File: config.mk
export PLATFORM = sky130hd
export DESIGN_NAME = bkps_queue
export DESIGN_NICKNAME = d
export VERILOG_FILES = /design/src/bkps_pkg.sv /design/src/bkps_queue.sv
export SDC_FILE = /design/constraint.sdc
export NUM_CORES = 1
export LEC_CHECK = 0
export ABC_CLOCK_PERIOD_IN_PS = 14850
export BUFFER_PORTS_ARGS = -buffer_cell sky130_fd_sc_hd__clkbuf_2
export CAP_MARGIN = 20
export CORE_AREA = 3 3 252 254
export DETAILED_ROUTE_END_ITERATION = 6
export DIE_AREA = 0 0 255 257
export HOLD_SLACK_MARGIN = 0.03
export PLACE_DENSITY = 0.75
export REMOVE_ABC_BUFFERS = 1
export SLEW_MARGIN = 10
export SYNTH_ARGS = -nofsm -noshare
export SYNTH_HDL_FRONTEND = slang
export SYNTH_SLANG_ARGS = --single-unit
File: constraint.sdc
create_clock -name clk -period 14.85 [get_ports clk]
set_input_delay 2.2275 -clock clk [delete_from_list [all_inputs] [get_ports clk]]
set_output_delay 2.2275 -clock clk [all_outputs]
set_load 0.01 [all_outputs]
File: src/bkps_pkg.sv
package bkps_pkg;

    localparam int COORD_W = 32;
    localparam int STATUS_W = 2;

    typedef enum logic [0:0] {
        OP_WRITE  = 1'b0,
        OP_SAMPLE = 1'b1
    } op_t;

    typedef enum logic [1:0] {
        ST_OK      = 2'd0,
        ST_FORMAT  = 2'd1,
        ST_RANGE   = 2'd2
    } status_t;

    typedef struct packed {
        logic                              operation;
        logic [3:0]                        key_slot;
        logic signed [COORD_W-1:0]         tick;
        logic signed [COORD_W-1:0]         pos_x;
        logic signed [COORD_W-1:0]         pos_y;
        logic signed [COORD_W-1:0]         pos_z;
        logic signed [COORD_W-1:0]         in_x;
        logic signed [COORD_W-1:0]         in_y;
        logic signed [COORD_W-1:0]         in_z;
        logic signed [COORD_W-1:0]         out_x;
        logic signed [COORD_W-1:0]         out_y;
        logic signed [COORD_W-1:0]         out_z;
    } item_t;

    typedef struct packed {
        logic signed [COORD_W-1:0] res_x;
        logic signed [COORD_W-1:0] res_y;
        logic signed [COORD_W-1:0] res_z;
        logic [STATUS_W-1:0]       status;
    } result_t;

endpackage

File: src/bkps_queue.sv
module bkps_queue
    import bkps_pkg::*;
(
    input  logic  clk,
    input  logic  rst_n,
    input  logic  push,
    input  item_t push_data,
    output logic  full,
    input  logic  pop,
    output logic  empty,
    output item_t pop_data
);
    item_t      mem_reg [2];
    logic [1:0] cnt_reg;
    logic       wp_reg;
    logic       rp_reg;

    assign full = (cnt_reg == 2'd2);
    assign empty = (cnt_reg == 2'd0);
    assign pop_data = mem_reg[rp_reg];

    always_ff @(posedge clk)
    begin
        if (push)
        begin
            mem_reg[wp_reg] <= push_data;
        end
    end

    always_ff @(posedge clk or negedge rst_n)
    begin
        if (!rst_n)
        begin
            cnt_reg <= 2'd0;
            wp_reg <= 1'b0;
            rp_reg <= 1'b0;
        end
        else
        begin
            if (push)
            begin
                wp_reg <= ~wp_reg;
            end
            if (pop)
            begin
                rp_reg <= ~rp_reg;
            end
            case ({push, pop})
                2'b10: cnt_reg <= cnt_reg + 2'd1;
                2'b01: cnt_reg <= cnt_reg - 2'd1;
                default: cnt_reg <= cnt_reg;
            endcase
        end
    end
endmodule

==> qor.yml <==
clkPwrFrac_pct: 26.8
crit_path_start_kind: "register"
netlist_instances: 1027
critPathCaptureType: "output pin"
cts_resized: 0
layout_common_cells: "clkbuf_2, edfxtp_1, mux2_2"
ir_drop_mv: 0.145
ant_nets: 0
crit_arrival_ns: 3.85
max_stage_delay_ns: 1.05
path_buf_inv: 3
vias: 12300
place_ws_ns: 9.27
cts_setup_buffers: 0
power_density_nw_per_um2: 193
syn2layout_area_growth_pct: 25.7
min_period_ns: 6.08
wl_per_cell_um: 20.8
drt-pass1-iter-count: 4
chipHeight_um: 257
worst_slew_pin_slew_ns: 1.20
wl_um: 53500
core_um2: 61500
internal_power_mw: 4.17
cp_max_fo: 135
antenna_found_initial: 6
grt_pass1_wl_um: 78100
cp_top_family: "buffers and inverters"
p_comb_share_pct: 29.3
path_class: "reg -> out"
max_cap_violations: 0
worstHoldStart: "cnt_reg[1]$_DFFE_PN0P_"
grt_overflow: 0
ys_seq_area_share_pct: 81.2
timing.fmax_mhz: 165
sw_frac_of_total_pct: 29.0
fp.dieW_um: 255
hold_buffers: 0
drive_above_1_share_pct: 61.3
worstSkewPairLatency_ns: 0.59
holdPathEnd: "cnt_reg[1]$_DFFE_PN0P_"
die_area_um2: 65500
relSlewSlack_pct: 20.0
hold_depth: 1
layout_commonest_cell: "clkbuf_2"
p_switching_mw: 1.71
power_leakage_nw: 11.9
cts.reportedPaths.clkPinSlew_ns: 0.06
path_cells: "buf_12 > buf_4 > mux2_2 > clkbuf_2"
finClkSkew_ns: 0.0225
slowest_stage: "dfrtp_4"
cts_tree: "yes"
synth_area_um2: 24200
dr.first_iter.drc_count: 707
timing.final.crit_share_pct: 40.9
setup_violations: 0
cts_max_level: 3
num_rows: 91
dp_hpwl_um: 37200
cts_buffers: 69
hold_viol_final: 0
r2r-start: "wp_reg$_DFFE_PN0P_"
cts-root-buf: "clkbuf_16"
num-nets-final: 2058
rsz0062_at_grt: "false"
r2r_end: "mem_reg[1][274]$_DFFE_PP_"
ys_seq_elements: 654
slew_viol_final: 0
route.detailed.drc: 0
grt_max_degree: 165
utilization_pct: 49.4
fin_ws_ns: 8.77
start_util_pct: 39.3
synth_cell_types: 14
hold_slack_ns: 0.539
place.port_buffers: 655
via_per_inst: 4.79
io_pins: 656
yosys_warnings: 0
largest_reg_flops: 650
cts_buffer_depth: 3
ff2ff_setup_slack_ns: 11.40
place_congestion: 0.825
worst-endpoint-required_ns: 12.62
cts_sinks: 654
min_path_type: "reg -> reg"
outcome: "finished, final reports clean"
track_usage_pct: 15.7
grt_pass1_vias: 13200
r2r_cells: 3
post_synth.cell_area_avg_um2: 23.5
seqPwrFrac_pct: 43.8
## per-stage QoR
step | TNS [ns] | cell area, um^2 | instances | total power [mW]
final | 0 | 30400 | 2568 | 5.88
after global placement | 0 | 28300 | 2446 | 4.32
after CTS | 0 | 30400 | 2566 | 5.95
after detailed placement | 0 | 28300 | 2446 | 4.35
after floorplan | -670.39 | 23900 | 991 | 4.19
after global routing | 0 | 30400 | 2567 | 6.14
## how the worst max path moves through the flow
stage | cells past startpoint | end | from
6_report | 4 | pop_data[11] | rp_reg$_DFFE_PN0P_
5_1_grt | 4 | pop_data[143] | rp_reg$_DFFE_PN0P_
4_1_cts | 4 | pop_data[143] | rp_reg$_DFFE_PN0P_
3_5_place_dp | 4 | pop_data[143] | rp_reg$_DFFE_PN0P_
3_3_place_gp | 4 | pop_data[167] | rp_reg$_DFFE_PN0P_
2_1_floorplan | 2 | mem_reg[0][0]$_DFFE_PP_ | push
## synth_stat cells, drive strengths merged
| cell type | instances | area, um^2 |
|---|---|---|
| edfxtp | 650 | 19500 |
| mux2 | 325 | 4190 |
| buf | 36 | 283 |
| dfrtp | 4 | 100 |
| nor2 | 3 | 11.3 |
| xor2 | 3 | 26.3 |
| xnor2 | 2 | 17.5 |
| and2 | 1 | 6.26 |
| ha | 1 | 12.5 |
| inv | 1 | 3.75 |
| nor2b | 1 | 6.26 |
## area by class of cell
cell class / count / area [um^2]
clock inverters: 37 / 282
repair buffers: 666 / 3410
inverters: 1 / 3.75
fillers: 5024 / 31100
diodes: 1 / 2.50
well taps: 790 / 988
flip-flops and latches: 654 / 19600
clock buffers: 83 / 1800
multi-input cells: 336 / 4280
## routing by layer
| layer | vias to the layer above | global-route usage, % | share of wire (%) |
|---|---|---|---|
| li1 | 5528 | - | - |
| met1 | 6087 | 16.2 | 34 |
| met2 | 554 | 28.4 | 53 |
| met3 | 122 | 5.81 | 9.5 |
| met4 | 10 | 6.86 | 3.5 |
| met5 | - | 0 | 0.13 |
## cell families (layout without fill, tap and decap cells)
| logic type | Yosys count | count (layout) | share of synthesized area (%) |
|---|---|---|---|
| flip-flops | 654 | 654 | 81.2 |
| other | 0 | 1 | 0 |
| multiplexers | 325 | 325 | 17.3 |
| adder cells (fa/ha/maj) | 1 | 1 | 0.0518 |
| XOR/XNOR | 5 | 5 | 0.181 |
| buffers and inverters | 37 | 787 | 1.19 |
| AND/OR/NAND/NOR | 5 | 5 | 0.0984 |
## power groups by stage
stage               clock (mW)  combinational, mW  sequential (mW)
floorplan                    0               1.33             2.86
global placement             0               1.72             2.60
detailed placement           0               1.74             2.62
CTS                       1.63               1.75             2.58
global route              1.70               1.84             2.61
finish                    1.58               1.72             2.58
(Power assumes the default switching activity.)
